`src/tlc_pkg.sv`:
```
// Shared types and codes for the two-level cache hit/miss tracker.
`timescale 1ns / 1ps
`default_nettype none

package tlc_pkg;

   // Access kinds
   localparam logic OP_READ  = 1'b0;
   localparam logic OP_WRITE = 1'b1;

   // Configuration port geometry and register indexes
   localparam int CSR_INDEX_W = 3;
   localparam int CSR_DATA_W  = 5;
   localparam logic [CSR_INDEX_W-1:0] CSR_L1_OFFSET = 3'd0;
   localparam logic [CSR_INDEX_W-1:0] CSR_L1_INDEX  = 3'd1;
   localparam logic [CSR_INDEX_W-1:0] CSR_L1_WAYS   = 3'd2;
   localparam logic [CSR_INDEX_W-1:0] CSR_L2_OFFSET = 3'd3;
   localparam logic [CSR_INDEX_W-1:0] CSR_L2_INDEX  = 3'd4;
   localparam logic [CSR_INDEX_W-1:0] CSR_L2_WAYS   = 3'd5;

   // Per-level lookup outcome
   typedef enum logic [2:0] {
      STAT_NONE    = 3'd0,
      STAT_RD_HIT  = 3'd1,
      STAT_RD_MISS = 3'd2,
      STAT_WR_HIT  = 3'd3,
      STAT_WR_MISS = 3'd4
   } status_type;

   typedef struct packed {
      logic        op;
      logic [31:0] address;
   } req_type;

   typedef struct packed {
      status_type l1_status;
      status_type l2_status;
   } rsp_type;

   // Sequencer states
   typedef enum logic [2:0] {
      S_CLEAR,
      S_IDLE,
      S_L1,
      S_L2,
      S_FILL
   } state_type;

   // Status of the shared way-compare unit
   typedef struct packed {
      logic hit;
      logic done;
   } probe_stat_type;

endpackage

`default_nettype wire

```
`src/tlc_probe.sv`:
```
// Shared way-compare unit: walks the ways of one set, one tag compare per cycle.
`timescale 1ns / 1ps
`default_nettype none

module tlc_probe #(
   parameter int MAX_WAYS = 16,
   localparam int WW = (MAX_WAYS > 1) ? $clog2(MAX_WAYS) : 1,
   localparam int WC = $clog2(MAX_WAYS + 1)
) (
   input  wire logic                  clock,
   input  wire logic                  reset,
   input  wire logic                  active,
   input  wire logic [WC-1:0]         ways,
   input  wire logic [MAX_WAYS-1:0]   valid_row,
   input  wire logic [31:0]           tag_rd,
   input  wire logic [31:0]           tag_ref,
   output logic      [WW-1:0]         rd_way,
   output tlc_pkg::probe_stat_type    stat
);
   import tlc_pkg::*;

   logic [WC-1:0] cnt_ff, cnt_in;
   logic          pend_ff, pend_in;
   logic [WW-1:0] pend_way_ff, pend_way_in;
   logic          issue;
   logic          hit;
   logic          last;

   // Read for way cnt issues now, its tag is compared next cycle
   assign issue  = active && (cnt_ff < ways);
   assign rd_way = cnt_ff[WW-1:0];
   assign hit    = active && pend_ff && valid_row[pend_way_ff] && (tag_rd == tag_ref);
   assign last   = (WC'(pend_way_ff) == ways - WC'(1));

   always_comb begin
      stat.hit  = hit;
      stat.done = active && pend_ff && (hit || last);
   end

   always_comb begin
      if (!active || stat.done) begin
         cnt_in      = '0;
         pend_in     = 1'b0;
         pend_way_in = '0;
      end else begin
         cnt_in      = cnt_ff + WC'(issue);
         pend_in     = issue;
         pend_way_in = cnt_ff[WW-1:0];
      end
   end

   always_ff @(posedge clock) begin
      if (reset) begin
         cnt_ff      <= '0;
         pend_ff     <= 1'b0;
         pend_way_ff <= '0;
      end else begin
         cnt_ff      <= cnt_in;
         pend_ff     <= pend_in;
         pend_way_ff <= pend_way_in;
      end
   end

endmodule

`default_nettype wire

```
`config.mk`:
```
export PLATFORM = sky130hd
export DESIGN_NAME = tlc_probe
export DESIGN_NICKNAME = d
export VERILOG_FILES = /design/src/tlc_pkg.sv /design/src/tlc_probe.sv
export SDC_FILE = /design/constraint.sdc
export NUM_CORES = 1
export LEC_CHECK = 0
export ABC_AREA = 1
export BUFFER_PORTS_ARGS = -buffer_cell sky130_fd_sc_hd__buf_2
export CORE_AREA = 2 2 61 63
export DETAILED_ROUTE_END_ITERATION = 12
export DIE_AREA = 0 0 63 65
export PLACE_DENSITY = 0.87
export SLEW_MARGIN = 20
export SYNTH_ARGS = -nofsm -noshare
export SYNTH_HDL_FRONTEND = slang
export SYNTH_SLANG_ARGS = --single-unit
```
`constraint.sdc`:
```
create_clock -name clock -period 3.2 [get_ports clock]
set_clock_uncertainty 0.2 [all_clocks]
set_input_delay 0.64 -clock clock [delete_from_list [all_inputs] [get_ports clock]]
set_output_delay 0.64 -clock clock [all_outputs]
set_load 0.01 [all_outputs]
```
==> results of run 1 <==
metal layers:
layer | vias to the layer above | track usage | share of wire
li1 | 1059 | - | -
met1 | 826 | 0.232 | 0.43
met2 | 65 | 0.343 | 0.49
met3 | 7 | 0.0226 | 0.066
met4 | 0 | 0.0694 | 0.016
met5 | - | 0 | 0
worst max-delay path by stage:
stage | start | endpoint | slack (ns) | cells after the start
floorplan | ways[0] | stat[0] | 0.71 | 9
global placement | tag_ref[28] | stat[1] | 0.42 | 7
detailed placement | ways[0] | stat[0] | 0.43 | 11
CTS | ways[0] | stat[0] | 0.42 | 11
global route | pend_way_ff[0] | stat[0] | 0.20 | 11
finish | ways[0] | stat[0] | 0.44 | 11
sequential cells by signal, indices dropped and copies added (netlist names):
signal	cells
cnt_ff	5
pend_ff	1
pend_way_ff	4
power by group through the flow:
stage | Sequential, mW | Clock, mW | Combinational (mW)
global route | 0.129 | 0.0910 | 0.198
CTS | 0.128 | 0.0858 | 0.173
floorplan | 0.130 | 0 | 0.0949
finish | 0.128 | 0.0841 | 0.172
global placement | 0.131 | 0 | 0.167
detailed placement | 0.131 | 0 | 0.171
worst reg2reg max path, stage by stage (launching register included):
cell and delay, ns:
sky130_fd_sc_hd__dfxtp_1 0.35, sky130_fd_sc_hd__ha_1 0.29, sky130_fd_sc_hd__o21ai_0 0.08, sky130_fd_sc_hd__a21boi_0 0.22
sky130_fd_sc_hd__o21ai_0 0.10, sky130_fd_sc_hd__nand2_1 0.06, sky130_fd_sc_hd__nand2_1 0.04, sky130_fd_sc_hd__nand2_1 0.07
sky130_fd_sc_hd__inv_1 0.05, sky130_fd_sc_hd__ha_1 0.19, sky130_fd_sc_hd__ha_1 0.21, sky130_fd_sc_hd__nand3_1 0.10
sky130_fd_sc_hd__xor2_1 0.15, sky130_fd_sc_hd__nor2_1 0.06
cells by family after synthesis:
kind of cell / synth area share
AOI/OAI and AO/OA: 0.0346
xor gates and xnor gates: 0.0957
adders and majority gates: 0.0563
buffers and inverters: 0.200
DFF: 0.129
and+or+nand+nor: 0.485
metrics by stage:
| stage | cells | power [mW] |
|---|---|---|
| 2_1_floorplan | 296 | 0.225 |
| 3_3_place_gp | 431 | 0.298 |
| 3_5_place_dp | 431 | 0.302 |
| 4_1_cts | 434 | 0.387 |
| 5_1_grt | 434 | 0.417 |
| 6_report | 434 | 0.384 |
cell usage in the layout, fill, tap and decap left out:
cell type / n
sky130_fd_sc_hd__nor4_1: 2
sky130_fd_sc_hd__nor4b_1: 1
sky130_fd_sc_hd__nand3_1: 20
sky130_fd_sc_hd__nor2_4: 1
sky130_fd_sc_hd__nand2_1: 101
sky130_fd_sc_hd__nand3b_1: 1
sky130_fd_sc_hd__ha_1: 7
sky130_fd_sc_hd__nand2_2: 1
sky130_fd_sc_hd__a21oi_1: 1
sky130_fd_sc_hd__inv_2: 1
sky130_fd_sc_hd__o21ai_0: 3
sky130_fd_sc_hd__nand2_4: 1
sky130_fd_sc_hd__o211ai_1: 1
sky130_fd_sc_hd__nor3_1: 1
sky130_fd_sc_hd__buf_2: 93
sky130_fd_sc_hd__clkbuf_4: 3
sky130_fd_sc_hd__o21ai_1: 1
sky130_fd_sc_hd__xnor2_1: 12
sky130_fd_sc_hd__inv_1: 69
sky130_fd_sc_hd__o22ai_1: 1
sky130_fd_sc_hd__nor2_2: 1
sky130_fd_sc_hd__nand4_1: 6
sky130_fd_sc_hd__a211oi_1: 1
sky130_fd_sc_hd__nor2_1: 36
sky130_fd_sc_hd__dfxtp_1: 10
sky130_fd_sc_hd__or2_0: 1
sky130_fd_sc_hd__xor2_1: 5
sky130_fd_sc_hd__or2_2: 2
sky130_fd_sc_hd__nor3b_1: 2
sky130_fd_sc_hd__a21boi_0: 1
area by class of cell:
cell class | instances | area share
Inverter | 70 | 0.128
Tap cell | 48 | 0.0292
Sequential cell | 10 | 0.0974
Clock buffer | 3 | 0.0110
Multi-Input combinational cell | 210 | 0.508
Timing Repair Buffer | 93 | 0.226
==> flow_summary.html, run 1 <==
<table>
<tr><th>Metric</th><th>Value</th></tr>
<tr><th colspan="2">Worst hold path</th></tr>
<tr><td>Startpoint of the lowest-slack hold path</td><td>cnt_ff[0]</td></tr>
<tr><td>WHS Endpoint</td><td>pend_way_ff[0]</td></tr>
<tr><td>Cells on Worst Hold Path</td><td>2</td></tr>
<tr><td>Kind of path behind the tightest hold check</td><td>reg -&gt; reg</td></tr>
<tr><th colspan="2">Synthesis</th></tr>
<tr><td>Yosys synthesis warning count</td><td>0</td></tr>
<tr><td>Cells taking the most area after synthesis</td><td>sky130_fd_sc_hd__nand2_1 (24%), sky130_fd_sc_hd__inv_1 (17%), sky130_fd_sc_hd__dfxtp_1 (13%)</td></tr>
<tr><td>Register bit total from synthesis</td><td>10</td></tr>
<tr><td>Leading cell type by number of instances after synthesis</td><td>sky130_fd_sc_hd__nand2_1</td></tr>
<tr><td>Cells after Synth</td><td>296</td></tr>
<tr><td>Leading post-synthesis cells by instance count</td><td>sky130_fd_sc_hd__nand2_1 (101), sky130_fd_sc_hd__inv_1 (69), sky130_fd_sc_hd__nor2_1 (36), sky130_fd_sc_hd__nand3_1 (20), sky130_fd_sc_hd__xnor2_1 (12)</td></tr>
<tr><td>Most used DFF post-synth</td><td>sky130_fd_sc_hd__dfxtp_1</td></tr>
<tr><td>Net Count, Synth</td><td>391</td></tr>
<tr><td>Post-synthesis async set-or-reset flop share</td><td>0</td></tr>
<tr><td>Largest area contributor in the netlist</td><td>sky130_fd_sc_hd__nand2_1</td></tr>
<tr><td>EDFF count, synth</td><td>0</td></tr>
<tr><td>Post-synth design cell area</td><td>0.00156 sq mm</td></tr>
<tr><td>Seq/Total Area, Yosys</td><td>0.129</td></tr>
<tr><td>Mapped Avg Cell Area</td><td>5.26 sq um</td></tr>
<tr><td>Synth unique cells</td><td>30</td></tr>
<tr><td>Synth top area share</td><td>0.244</td></tr>
<tr><th colspan="2">Detailed routing</th></tr>
<tr><td>Total iterations of the first detailed-routing run</td><td>4</td></tr>
<tr><td>Post-detailed-route DRC marker count</td><td>0</td></tr>
<tr><td>Number of vias per cell</td><td>4.51</td></tr>
<tr><td>Vias</td><td>1957</td></tr>
<tr><td>Aggregate routed wire length</td><td>3940 microns</td></tr>
<tr><td>Remaining antenna violation count</td><td>0</td></tr>
<tr><td>Iteration-0 DRC count of the detailed router</td><td>96</td></tr>
<tr><td>Wire length per cell after detailed routing</td><td>9.09 microns</td></tr>
<tr><th colspan="2">Global routing</th></tr>
<tr><td>Vias in the first global route</td><td>1699</td></tr>
<tr><td>Maximum number of pins on one net before global-route repair</td><td>12</td></tr>
<tr><td>Combined global-route utilization of all metal layers</td><td>0.191</td></tr>
<tr><td>Antenna violations before repair</td><td>0</td></tr>
<tr><td>Global-route wire length before repair</td><td>6550 microns</td></tr>
<tr><td>Global route overflow</td><td>0</td></tr>
<tr><th colspan="2">CTS</th></tr>
<tr><td>Post-CTS clock slew at the launch and capture registers of the worst setup and hold paths</td><td>0.06 ns</td></tr>
<tr><td># Post-CTS Setup Buffers</td><td>0</td></tr>
<tr><td>CTS hold repair buffers</td><td>0</td></tr>
<tr><td>H-tree level count</td><td>1</td></tr>
<tr><td>TritonCTS clock tree</td><td>yes</td></tr>
<tr><td>Total CTS buffers</td><td>3</td></tr>
<tr><td>Max clock buf depth</td><td>2</td></tr>
<tr><td>Clock root buffer</td><td>sky130_fd_sc_hd__clkbuf_4</td></tr>
<tr><td>Count of cells resized by post-cts repair</td><td>0</td></tr>
<tr><td>Sink Count</td><td>10</td></tr>
<tr><td>Clock latency at the later pin of the worst-skew pair</td><td>0.26 ns</td></tr>
<tr><th colspan="2">Placement</th></tr>
<tr><td>Worst setup slack before clock tree synthesis</td><td>0.428 ns</td></tr>
<tr><td>Number of buffers inserted by port buffering</td><td>93</td></tr>
<tr><td>Post-detailed-placement half-perimeter wirelength</td><td>3430 microns</td></tr>
<tr><td>Routability-driven placement congestion ratio</td><td>0.875</td></tr>
<tr><td>Placed Instance Area</td><td>0.00203 sq mm</td></tr>
<tr><th colspan="2">STA</th></tr>
<tr><td>Time the final worst path needs with I/O delays and setup</td><td>2.76 ns</td></tr>
<tr><td>Remaining max-slew budget at the tightest pin</td><td>0.733</td></tr>
<tr><td>Maximum achievable frequency</td><td>0.362 GHz</td></tr>
<tr><td>Setup Viol. Count Final</td><td>0</td></tr>
<tr><td>Worst setup margin</td><td>0.438 ns</td></tr>
<tr><td>Post-route clock period utilization</td><td>0.863</td></tr>
<tr><td>Final hold viol count</td><td>0</td></tr>
<tr><td>Final hold slack</td><td>0.260 ns</td></tr>
<tr><td>TNS Setup</td><td>0 ns</td></tr>
<tr><td>RSZ-0062 raised after global routing</td><td>false</td></tr>
<tr><td>Final Max Tran Viols</td><td>0</td></tr>
<tr><td>Slew at the pin with the worst max-slew slack</td><td>0.401 ns</td></tr>
<tr><th colspan="2">Power</th></tr>
<tr><td>Share of total power in the clock network</td><td>0.219</td></tr>
<tr><td>Fraction of power consumed by combinational cells</td><td>0.447</td></tr>
<tr><td>Internal power consumption</td><td>254 uW</td></tr>
<tr><td>Static leakage</td><td>1.30 nW</td></tr>
<tr><td>Part of the total power dissipated in sequential elements</td><td>0.334</td></tr>
<tr><td>Switching pwr</td><td>130 uW</td></tr>
<tr><td>Power density over cell area</td><td>187 mW/mm^2</td></tr>
<tr><td>Worst VDD drop</td><td>0.267 mV</td></tr>
<tr><td>Sw Ratio</td><td>0.339</td></tr>
<tr><th colspan="2">Worst setup path</th></tr>
<tr><td>Worst r2r src</td><td>cnt_ff[1]</td></tr>
<tr><td>CP required</td><td>2.36 ns</td></tr>
<tr><td>Delay of the slowest cell on the worst path</td><td>0.23 ns</td></tr>
<tr><td>Register-to-Register Path Depth</td><td>13</td></tr>
<tr><td>Total buffers and inverters traversed by the critical path</td><td>4</td></tr>
<tr><td>Critical path, cell by cell</td><td>buf_2, inv_1, ha_1, xor2_1, or2_0, a21oi_1, nand3b_1, nand2_1, nand2_2, inv_1, buf_2</td></tr>
<tr><td>Worst r2r dst</td><td>cnt_ff[4]</td></tr>
<tr><td>Data arrival time of the worst path</td><td>1.92 ns</td></tr>
<tr><td>Reg2reg setup slack</td><td>0.92 ns</td></tr>
<tr><td>Largest fanout of any net on the critical path</td><td>4</td></tr>
<tr><td>Kind of cell adding the most delay to the critical path</td><td>simple AND/OR/NAND/NOR gates</td></tr>
<tr><td>Element type at the critical path start</td><td>input port</td></tr>
<tr><td>Crit-path slowest cell</td><td>sky130_fd_sc_hd__ha_1</td></tr>
<tr><td>Capturing element type of the critical path</td><td>output pin</td></tr>
<tr><td>Path type of the worst setup path</td><td>in -&gt; out</td></tr>
<tr><th colspan="2">Floorplan</th></tr>
<tr><td>Standard-cell row count</td><td>22</td></tr>
<tr><td>Y dimension of the die</td><td>65 microns</td></tr>
<tr><td>Core region area</td><td>0.00350 sq mm</td></tr>
<tr><td>Starting density of the core</td><td>0.445</td></tr>
<tr><td>Die Footprint</td><td>0.00410 sq mm</td></tr>
<tr><td>DIE WIDTH</td><td>63 microns</td></tr>
<tr><td>I/O pin cnt</td><td>94</td></tr>
<tr><th colspan="2">Finish</th></tr>
<tr><td>Area overhead of the layout relative to synthesis</td><td>32.1%</td></tr>
<tr><td>Util after Layout</td><td>0.588</td></tr>
<tr><td>Sequential cell area in the final layout</td><td>200 sq um</td></tr>
<tr><td>Post-layout instance area</td><td>0.00206 sq mm</td></tr>
<tr><td>Footprint of the multi-input gates</td><td>0.00104 sq mm</td></tr>
<tr><td>NumNets Final</td><td>483</td></tr>
<tr><td>Antenna Cells</td><td>0</td></tr>
<tr><td>Share of final-layout standard cells stronger than drive strength 1</td><td>0.267</td></tr>
<tr><td>Filler instances</td><td>364</td></tr>
<tr><th colspan="2">Run status</th></tr>
<tr><td>Result of the run</td><td>complete, no violations</td></tr>
<tr><th colspan="2">Flow run</th></tr>
<tr><td>Count of maximum capacitance violations</td><td>0</td></tr>
</table>
Power figures use the tool's default switching activity.
==> run 2: changes to the inputs <==
--- a/config.mk
+++ b/config.mk
@@ -6,11 +6,11 @@
 export NUM_CORES = 1
 export LEC_CHECK = 0
 export ABC_AREA = 1
-export BUFFER_PORTS_ARGS = -buffer_cell sky130_fd_sc_hd__buf_2
-export CORE_AREA = 2 2 61 63
+export CORE_AREA = 2 2 57 59
 export DETAILED_ROUTE_END_ITERATION = 12
-export DIE_AREA = 0 0 63 65
-export PLACE_DENSITY = 0.87
+export DIE_AREA = 0 0 59 61
+export DONT_BUFFER_PORTS = 1
+export PLACE_DENSITY = 0.71
 export SLEW_MARGIN = 20
 export SYNTH_ARGS = -nofsm -noshare
 export SYNTH_HDL_FRONTEND = slang
==> run 2 against run 1 <==
Non-clock buffer count fell by 92; design area fell by 23%; highest routed layer unchanged; register-to-register slack improved by 0.03 ns; largest power group is now sequential cells; wire length fell by 18%; sequential power barely moved; clock power fell by 1%; combinational power fell by 37%; sequential share of layout area rose by 2.9 points; fmax rose by 3.9%; first-iteration DRC count fell by 15%; sequential cell count did not move; via count fell by 20%.
==> flow_summary.html, run 2 (synthesis results as in run 1) <==
<table>
<tr><th>Metric</th><th>Value</th></tr>
<tr><th colspan="2">Run status</th></tr>
<tr><td>Result of the run</td><td>complete, no violations</td></tr>
<tr><th colspan="2">CTS</th></tr>
<tr><td>Count of cells resized by post-cts repair</td><td>0</td></tr>
<tr><td>CTS hold repair buffers</td><td>0</td></tr>
<tr><td># Post-CTS Setup Buffers</td><td>0</td></tr>
<tr><td>Sink Count</td><td>10</td></tr>
<tr><td>Clock latency at the later pin of the worst-skew pair</td><td>0.26 ns</td></tr>
<tr><td>TritonCTS clock tree</td><td>yes</td></tr>
<tr><td>H-tree level count</td><td>1</td></tr>
<tr><td>Total CTS buffers</td><td>3</td></tr>
<tr><td>Max clock buf depth</td><td>2</td></tr>
<tr><td>Clock root buffer</td><td>sky130_fd_sc_hd__clkbuf_4</td></tr>
<tr><td>Post-CTS clock slew at the launch and capture registers of the worst setup and hold paths</td><td>0.06 ns</td></tr>
<tr><th colspan="2">STA</th></tr>
<tr><td>Slew at the pin with the worst max-slew slack</td><td>0.433 ns</td></tr>
<tr><td>Time the final worst path needs with I/O delays and setup</td><td>2.66 ns</td></tr>
<tr><td>Post-route clock period utilization</td><td>0.830</td></tr>
<tr><td>Maximum achievable frequency</td><td>0.376 GHz</td></tr>
<tr><td>Final Max Tran Viols</td><td>0</td></tr>
<tr><td>Final hold viol count</td><td>0</td></tr>
<tr><td>RSZ-0062 raised after global routing</td><td>false</td></tr>
<tr><td>TNS Setup</td><td>0 ns</td></tr>
<tr><td>Setup Viol. Count Final</td><td>0</td></tr>
<tr><td>Remaining max-slew budget at the tightest pin</td><td>0.711</td></tr>
<tr><th colspan="2">Detailed routing</th></tr>
<tr><td>Remaining antenna violation count</td><td>0</td></tr>
<tr><td>Vias</td><td>1561</td></tr>
<tr><td>Number of vias per cell</td><td>4.77</td></tr>
<tr><td>Post-detailed-route DRC marker count</td><td>0</td></tr>
<tr><td>Aggregate routed wire length</td><td>3230 microns</td></tr>
<tr><td>Total iterations of the first detailed-routing run</td><td>4</td></tr>
<tr><td>Wire length per cell after detailed routing</td><td>9.86 microns</td></tr>
<tr><td>Iteration-0 DRC count of the detailed router</td><td>82</td></tr>
<tr><th colspan="2">Finish</th></tr>
<tr><td>Register with the highest flop count</td><td>cnt_ff</td></tr>
<tr><td>NumNets Final</td><td>391</td></tr>
<tr><td>Sequential cell area in the final layout</td><td>200 sq um</td></tr>
<tr><td>Antenna Cells</td><td>0</td></tr>
<tr><td>Biggest regs</td><td>cnt_ff x5, pend_way_ff x4, pend_ff x1</td></tr>
<tr><td>Filler instances</td><td>319</td></tr>
<tr><td>Max FFs per register</td><td>5</td></tr>
<tr><td>Area overhead of the layout relative to synthesis</td><td>1.45%</td></tr>
<tr><td>Post-layout instance area</td><td>0.00158 sq mm</td></tr>
<tr><td>Most frequent cells in the layout</td><td>sky130_fd_sc_hd__nand2_1 (101), sky130_fd_sc_hd__inv_1 (69), sky130_fd_sc_hd__nor2_1 (36)</td></tr>
<tr><td>Share of final-layout standard cells stronger than drive strength 1</td><td>0.0374</td></tr>
<tr><td>Commonest non-fill, non-tap cell in the layout</td><td>sky130_fd_sc_hd__nand2_1</td></tr>
<tr><td>Footprint of the multi-input gates</td><td>0.00104 sq mm</td></tr>
<tr><th colspan="2">Placement</th></tr>
<tr><td>Placed Instance Area</td><td>0.00156 sq mm</td></tr>
<tr><td>Number of buffers inserted by port buffering</td><td>0</td></tr>
<tr><td>Post-detailed-placement half-perimeter wirelength</td><td>2900 microns</td></tr>
<tr><td>Routability-driven placement congestion ratio</td><td>0.774</td></tr>
<tr><th colspan="2">Worst setup path</th></tr>
<tr><td>Delay of the slowest cell on the worst path</td><td>0.41 ns</td></tr>
<tr><td>Register-to-Register Path Depth</td><td>12</td></tr>
<tr><td>Element type at the critical path start</td><td>input port</td></tr>
<tr><td>Largest fanout of any net on the critical path</td><td>2</td></tr>
<tr><td>Data arrival time of the worst path</td><td>1.82 ns</td></tr>
<tr><td>Capturing element type of the critical path</td><td>output pin</td></tr>
<tr><td>CP required</td><td>2.36 ns</td></tr>
<tr><td>Crit-path slowest cell</td><td>sky130_fd_sc_hd__nor3b_1</td></tr>
<tr><td>Critical path, cell by cell</td><td>xnor2_1, nand2_1, nor4b_1, nand4_1, nor3b_1</td></tr>
<tr><td>Path type of the worst setup path</td><td>in -&gt; out</td></tr>
<tr><th colspan="2">Floorplan</th></tr>
<tr><td>Die Footprint</td><td>0.00360 sq mm</td></tr>
<tr><td>Standard-cell row count</td><td>20</td></tr>
<tr><td>DIE WIDTH</td><td>59 microns</td></tr>
<tr><td>Core region area</td><td>0.00295 sq mm</td></tr>
<tr><td>Starting density of the core</td><td>0.527</td></tr>
<tr><td>I/O pin cnt</td><td>94</td></tr>
<tr><td>Y dimension of the die</td><td>61 microns</td></tr>
<tr><th colspan="2">Global routing</th></tr>
<tr><td>Antenna violations before repair</td><td>0</td></tr>
<tr><td>Vias in the first global route</td><td>1271</td></tr>
<tr><td>Met1 capacity usage during global routing</td><td>0.250</td></tr>
<tr><td>Maximum number of pins on one net before global-route repair</td><td>12</td></tr>
<tr><td>Busiest layer in global routing</td><td>met2</td></tr>
<tr><td>Global-route wire length before repair</td><td>5070 microns</td></tr>
<tr><td>Combined global-route utilization of all metal layers</td><td>0.175</td></tr>
<tr><td>Met2 routing resource usage after global routing</td><td>0.286</td></tr>
<tr><td>Global route overflow</td><td>0</td></tr>
<tr><td>Routing usage on met3</td><td>0.0256</td></tr>
<tr><th colspan="2">Flow run</th></tr>
<tr><td>Count of maximum capacitance violations</td><td>0</td></tr>
<tr><th colspan="2">Worst hold path</th></tr>
<tr><td>Cells on Worst Hold Path</td><td>2</td></tr>
<tr><td>Kind of path behind the tightest hold check</td><td>reg -&gt; reg</td></tr>
<tr><th colspan="2">Power</th></tr>
<tr><td>Power density over cell area</td><td>203 mW/mm^2</td></tr>
<tr><td>Static leakage</td><td>0.925 nW</td></tr>
<tr><td>Worst VDD drop</td><td>0.301 mV</td></tr>
</table>
[run 2: changes by cell type in the layout (fill, tap and decap cells not counted), sizes merged]
| cell | previous run | this run |
|---|---|---|
| buf | 93 | 1 |
[run 2: layout make-up]
type / instances / area share
Multi-Input combinational cell: 210 / 0.662
Tap cell: 33 / 0.0261
Inverter: 70 / 0.166
Timing Repair Buffer: 1 / 0.00475
Sequential cell: 10 / 0.127
Clock buffer: 3 / 0.0143
[run 2: worst max-delay path: cells and delay by family]
kind,cells,cell delay (ns)
xor gates and xnor gates,1,0.24
and+or+nand+nor,4,0.94
[run 2: power by group]
part / switching (mW) / internal [mW] / leakage, nW
Clock: 0.0400 / 0.0433 / 0.0138
Combinational: 0.0612 / 0.0482 / 0.830
Sequential: 0.00177 / 0.126 / 0.0809
Total: 0.103 / 0.218 / 0.925
[run 2: worst paths after layout]
| path | slack (ns) | end | start |
|---|---|---|---|
| hold / removal | 0.31 | pend_way_ff[0] | cnt_ff[0] |
| setup reg to reg | 0.95 | cnt_ff[4] | cnt_ff[2] |
| hold reg to reg | 0.31 | pend_way_ff[0] | cnt_ff[0] |
| setup / recovery | 0.54 | stat[1] | tag_ref[28] |
[run 2: layer usage]
layer,vias up,wire length (microns)
met5,-,0
met4,0,14
met3,5,294
met2,63,1360
met1,622,1560
li1,871,-
[run 2: through the flow]
step                      hold WS [ns]  utilization  std cells  setup slack [ns]  total power, mW
after detailed placement         0.307        0.527        324             0.561            0.241
after floorplan                  0.236            -        296             0.710            0.225
final                            0.311        0.535        327             0.543            0.321
after global routing             0.343        0.535        327             0.365            0.347
after CTS                        0.315        0.535        327             0.539            0.324
after global placement           0.307        0.527        324             0.630            0.240
==> run 3: changes to the inputs <==
--- a/config.mk
+++ b/config.mk
@@ -10,7 +10,7 @@
 export DETAILED_ROUTE_END_ITERATION = 12
 export DIE_AREA = 0 0 59 61
 export DONT_BUFFER_PORTS = 1
-export PLACE_DENSITY = 0.71
+export PLACE_DENSITY = 0.73
 export SLEW_MARGIN = 20
 export SYNTH_ARGS = -nofsm -noshare
 export SYNTH_HDL_FRONTEND = slang
==> constraint.sdc (replaced) <==
create_clock -name clock -period 2.43 [get_ports clock]
set_clock_uncertainty 0.2 [all_clocks]
set_input_delay 0.486 -clock clock [delete_from_list [all_inputs] [get_ports clock]]
set_output_delay 0.486 -clock clock [all_outputs]
set_load 0.01 [all_outputs]
==> run 3 against run 2 <==
Highest routed layer unchanged; sequential power grew 32%; largest power group unchanged; core utilization grew 2.0 points; critical path type unchanged; via count grew 2.3%; die area is the same; worst hold slack lost 0.045 ns; register-to-register slack lost 0.63 ns.
==> flow_summary.html, run 3 (synthesis results as in run 1) <==
<table>
<tr><th>Metric</th><th>Value</th></tr>
<tr><th colspan="2">Global routing</th></tr>
<tr><td>Vias in the first global route</td><td>1369</td></tr>
<tr><td>Global route overflow</td><td>0</td></tr>
<tr><td>Combined global-route utilization of all metal layers</td><td>0.183</td></tr>
<tr><td>Antenna violations before repair</td><td>0</td></tr>
<tr><td>Global-route wire length before repair</td><td>5160 microns</td></tr>
<tr><td>Maximum number of pins on one net before global-route repair</td><td>11</td></tr>
<tr><th colspan="2">Finish</th></tr>
<tr><td>Post-route non-filler standard cell count</td><td>332</td></tr>
<tr><td>Area overhead of the layout relative to synthesis</td><td>5.23%</td></tr>
<tr><td>Most frequent cells in the layout</td><td>sky130_fd_sc_hd__nand2_1 (101), sky130_fd_sc_hd__inv_1 (68), sky130_fd_sc_hd__nor2_1 (36)</td></tr>
<tr><td>Register with the highest flop count</td><td>cnt_ff</td></tr>
<tr><td>Biggest regs</td><td>cnt_ff x5, pend_way_ff x4, pend_ff x1</td></tr>
<tr><td>Antenna Cells</td><td>0</td></tr>
<tr><td>Commonest non-fill, non-tap cell in the layout</td><td>sky130_fd_sc_hd__nand2_1</td></tr>
<tr><td>Util after Layout</td><td>0.555</td></tr>
<tr><td>Share of final-layout standard cells stronger than drive strength 1</td><td>0.0669</td></tr>
<tr><td>NumNets Final</td><td>395</td></tr>
<tr><td>Max FFs per register</td><td>5</td></tr>
<tr><th colspan="2">Placement</th></tr>
<tr><td>Routability-driven placement congestion ratio</td><td>0.787</td></tr>
<tr><td>Post-detailed-placement half-perimeter wirelength</td><td>3020 microns</td></tr>
<tr><td>Cell Count Post-Placement</td><td>328</td></tr>
<tr><td>Number of buffers inserted by port buffering</td><td>0</td></tr>
<tr><th colspan="2">Worst setup path</th></tr>
<tr><td>Crit-path slowest cell</td><td>sky130_fd_sc_hd__ha_1</td></tr>
<tr><td>Capturing element type of the critical path</td><td>output pin</td></tr>
<tr><td>Worst r2r dst</td><td>cnt_ff[4]</td></tr>
<tr><td>CP required</td><td>1.74 ns</td></tr>
<tr><td>Register-to-Register Path Depth</td><td>13</td></tr>
<tr><td>Element type at the critical path start</td><td>input port</td></tr>
<tr><td>Most frequent cell on the critical path</td><td>sky130_fd_sc_hd__inv_1</td></tr>
<tr><td>Path type of the worst setup path</td><td>in -&gt; out</td></tr>
<tr><td>Worst r2r src</td><td>cnt_ff[1]</td></tr>
<tr><td>Reg2reg setup slack</td><td>0.32 ns</td></tr>
<tr><td>Critical path, cell by cell</td><td>inv_1, ha_1, xor2_1, or2_0, a21oi_1, nand3b_1, nand2_1, nand2_2, inv_1</td></tr>
<tr><td>Largest fanout of any net on the critical path</td><td>4</td></tr>
<tr><td>Delay of the slowest cell on the worst path</td><td>0.22 ns</td></tr>
<tr><td>Data arrival time of the worst path</td><td>1.60 ns</td></tr>
<tr><th colspan="2">STA</th></tr>
<tr><td>Final hold viol count</td><td>0</td></tr>
<tr><td>Remaining max-slew budget at the tightest pin</td><td>0.779</td></tr>
<tr><td>Slew at the pin with the worst max-slew slack</td><td>0.327 ns</td></tr>
<tr><td>RSZ-0062 raised after global routing</td><td>false</td></tr>
<tr><td>Setup Viol. Count Final</td><td>0</td></tr>
<tr><td>TNS Setup</td><td>0 ns</td></tr>
<tr><td>Time the final worst path needs with I/O delays and setup</td><td>2.29 ns</td></tr>
<tr><td>Post-route clock period utilization</td><td>0.942</td></tr>
<tr><td>Maximum achievable frequency</td><td>0.437 GHz</td></tr>
<tr><td>Final Max Tran Viols</td><td>0</td></tr>
<tr><th colspan="2">Worst hold path</th></tr>
<tr><td>Startpoint of the lowest-slack hold path</td><td>reset</td></tr>
<tr><td>WHS Endpoint</td><td>pend_way_ff[1]</td></tr>
<tr><td>Cells on Worst Hold Path</td><td>3</td></tr>
<tr><td>Kind of path behind the tightest hold check</td><td>in -&gt; reg</td></tr>
<tr><th colspan="2">Detailed routing</th></tr>
<tr><td>Aggregate routed wire length</td><td>3330 microns</td></tr>
<tr><td>Wire length per cell after detailed routing</td><td>10.0 microns</td></tr>
<tr><td>Remaining antenna violation count</td><td>0</td></tr>
<tr><td>Vias</td><td>1597</td></tr>
<tr><td>Number of vias per cell</td><td>4.81</td></tr>
<tr><td>Total iterations of the first detailed-routing run</td><td>4</td></tr>
<tr><td>Iteration-0 DRC count of the detailed router</td><td>58</td></tr>
<tr><td>Post-detailed-route DRC marker count</td><td>0</td></tr>
<tr><th colspan="2">Floorplan</th></tr>
<tr><td>Starting density of the core</td><td>0.527</td></tr>
<tr><td>DIE WIDTH</td><td>59 microns</td></tr>
<tr><td>Core region area</td><td>0.00295 sq mm</td></tr>
<tr><td>I/O pin cnt</td><td>94</td></tr>
<tr><td>Die Footprint</td><td>0.00360 sq mm</td></tr>
<tr><td>Standard-cell row count</td><td>20</td></tr>
<tr><td>Y dimension of the die</td><td>61 microns</td></tr>
<tr><th colspan="2">Power</th></tr>
<tr><td>Post-route total power</td><td>462 uW</td></tr>
<tr><td>Power density over cell area</td><td>282 mW/mm^2</td></tr>
<tr><td>Worst VDD drop</td><td>0.340 mV</td></tr>
<tr><td>Static leakage</td><td>0.957 nW</td></tr>
<tr><th colspan="2">CTS</th></tr>
<tr><td>Clock root buffer</td><td>sky130_fd_sc_hd__clkbuf_4</td></tr>
<tr><td>H-tree level count</td><td>1</td></tr>
<tr><td>Max clock buf depth</td><td>2</td></tr>
<tr><td>Post-CTS clock slew at the launch and capture registers of the worst setup and hold paths</td><td>0.06 ns</td></tr>
<tr><td>Total CTS buffers</td><td>3</td></tr>
<tr><td>TritonCTS clock tree</td><td>yes</td></tr>
<tr><td>Sink Count</td><td>10</td></tr>
<tr><td>CTS hold repair buffers</td><td>0</td></tr>
<tr><td>Clock latency at the later pin of the worst-skew pair</td><td>0.27 ns</td></tr>
<tr><th colspan="2">Run status</th></tr>
<tr><td>Result of the run</td><td>complete, no violations</td></tr>
<tr><th colspan="2">Flow run</th></tr>
<tr><td>Count of maximum capacitance violations</td><td>0</td></tr>
</table>
-- run 3: cell types whose count changed in the layout (fill, tap and decap cells not counted) --
cell / previous run / this run
sky130_fd_sc_hd__a211oi_2: 0 / 1
sky130_fd_sc_hd__clkbuf_8: 0 / 1
sky130_fd_sc_hd__nor3b_1: 2 / 1
sky130_fd_sc_hd__nor3b_2: 0 / 1
sky130_fd_sc_hd__dfxtp_1: 10 / 9
sky130_fd_sc_hd__buf_4: 1 / 4
sky130_fd_sc_hd__inv_2: 1 / 2
sky130_fd_sc_hd__dfxtp_2: 0 / 1
sky130_fd_sc_hd__a211oi_1: 1 / 0
sky130_fd_sc_hd__inv_1: 69 / 68
sky130_fd_sc_hd__buf_6: 0 / 1
-- run 3: worst max path at each step --
stage | start | endpoint | cells after the start
after global placement | ways[1] | cnt_ff[4] | 14
after global routing | ways[0] | stat[0] | 9
final | ways[0] | stat[0] | 9
after CTS | pend_way_ff[0] | stat[1] | 9
after floorplan | ways[1] | cnt_ff[4] | 14
after detailed placement | ways[1] | cnt_ff[4] | 14
-- run 3: layer usage --
metal,part of all wire,GRT usage,up-vias
met5,0,0,-
met4,0.0039,0.0292,0
met3,0.082,0.0384,2
met2,0.47,0.321,59
met1,0.45,0.237,653
li1,-,-,883
-- run 3: layout make-up --
cell class / instances / area [sq um]
Fill cell: 329 / 1320
Multi-Input combinational cell: 210 / 1050
Inverter: 70 / 263
Sequential cell: 10 / 201
Timing Repair Buffer: 5 / 41.3
Tap cell: 33 / 41.3
Clock buffer: 4 / 36.3
-- run 3: report_power, final --
part           internal [mW]  total [mW]  leakage [nW]  switching (mW)
clock network         0.0910       0.147        0.0210          0.0556
registers              0.166       0.169        0.0814         0.00235
logic                 0.0648       0.147         0.855          0.0817
-- run 3: repair_timing --
action,4_1_cts,5_1_grt
gates resized for setup,0,5
setup buffers,0,0
endpoints found under the setup margin,0,2
-- run 3: worst max-delay path, delay by kind of cell --
family	cells	cell delay (ns)
compound gates	1	0.12
xor+xnor	1	0.15
fa+ha+maj	1	0.22
buf+inv	2	0.15
simple gates	4	0.47
-- run 3: metrics by stage --
step / hold WS (ns) / area [sq um] / worst slack (ns)
4_1_cts: 0.260 / 1620 / 0.120
5_1_grt: 0.270 / 1640 / 0.0296
6_report: 0.266 / 1640 / 0.141
3_3_place_gp: 0.318 / 1590 / 0.146
2_1_floorplan: 0.236 / 1560 / 0.213
3_5_place_dp: 0.323 / 1590 / 0.0518
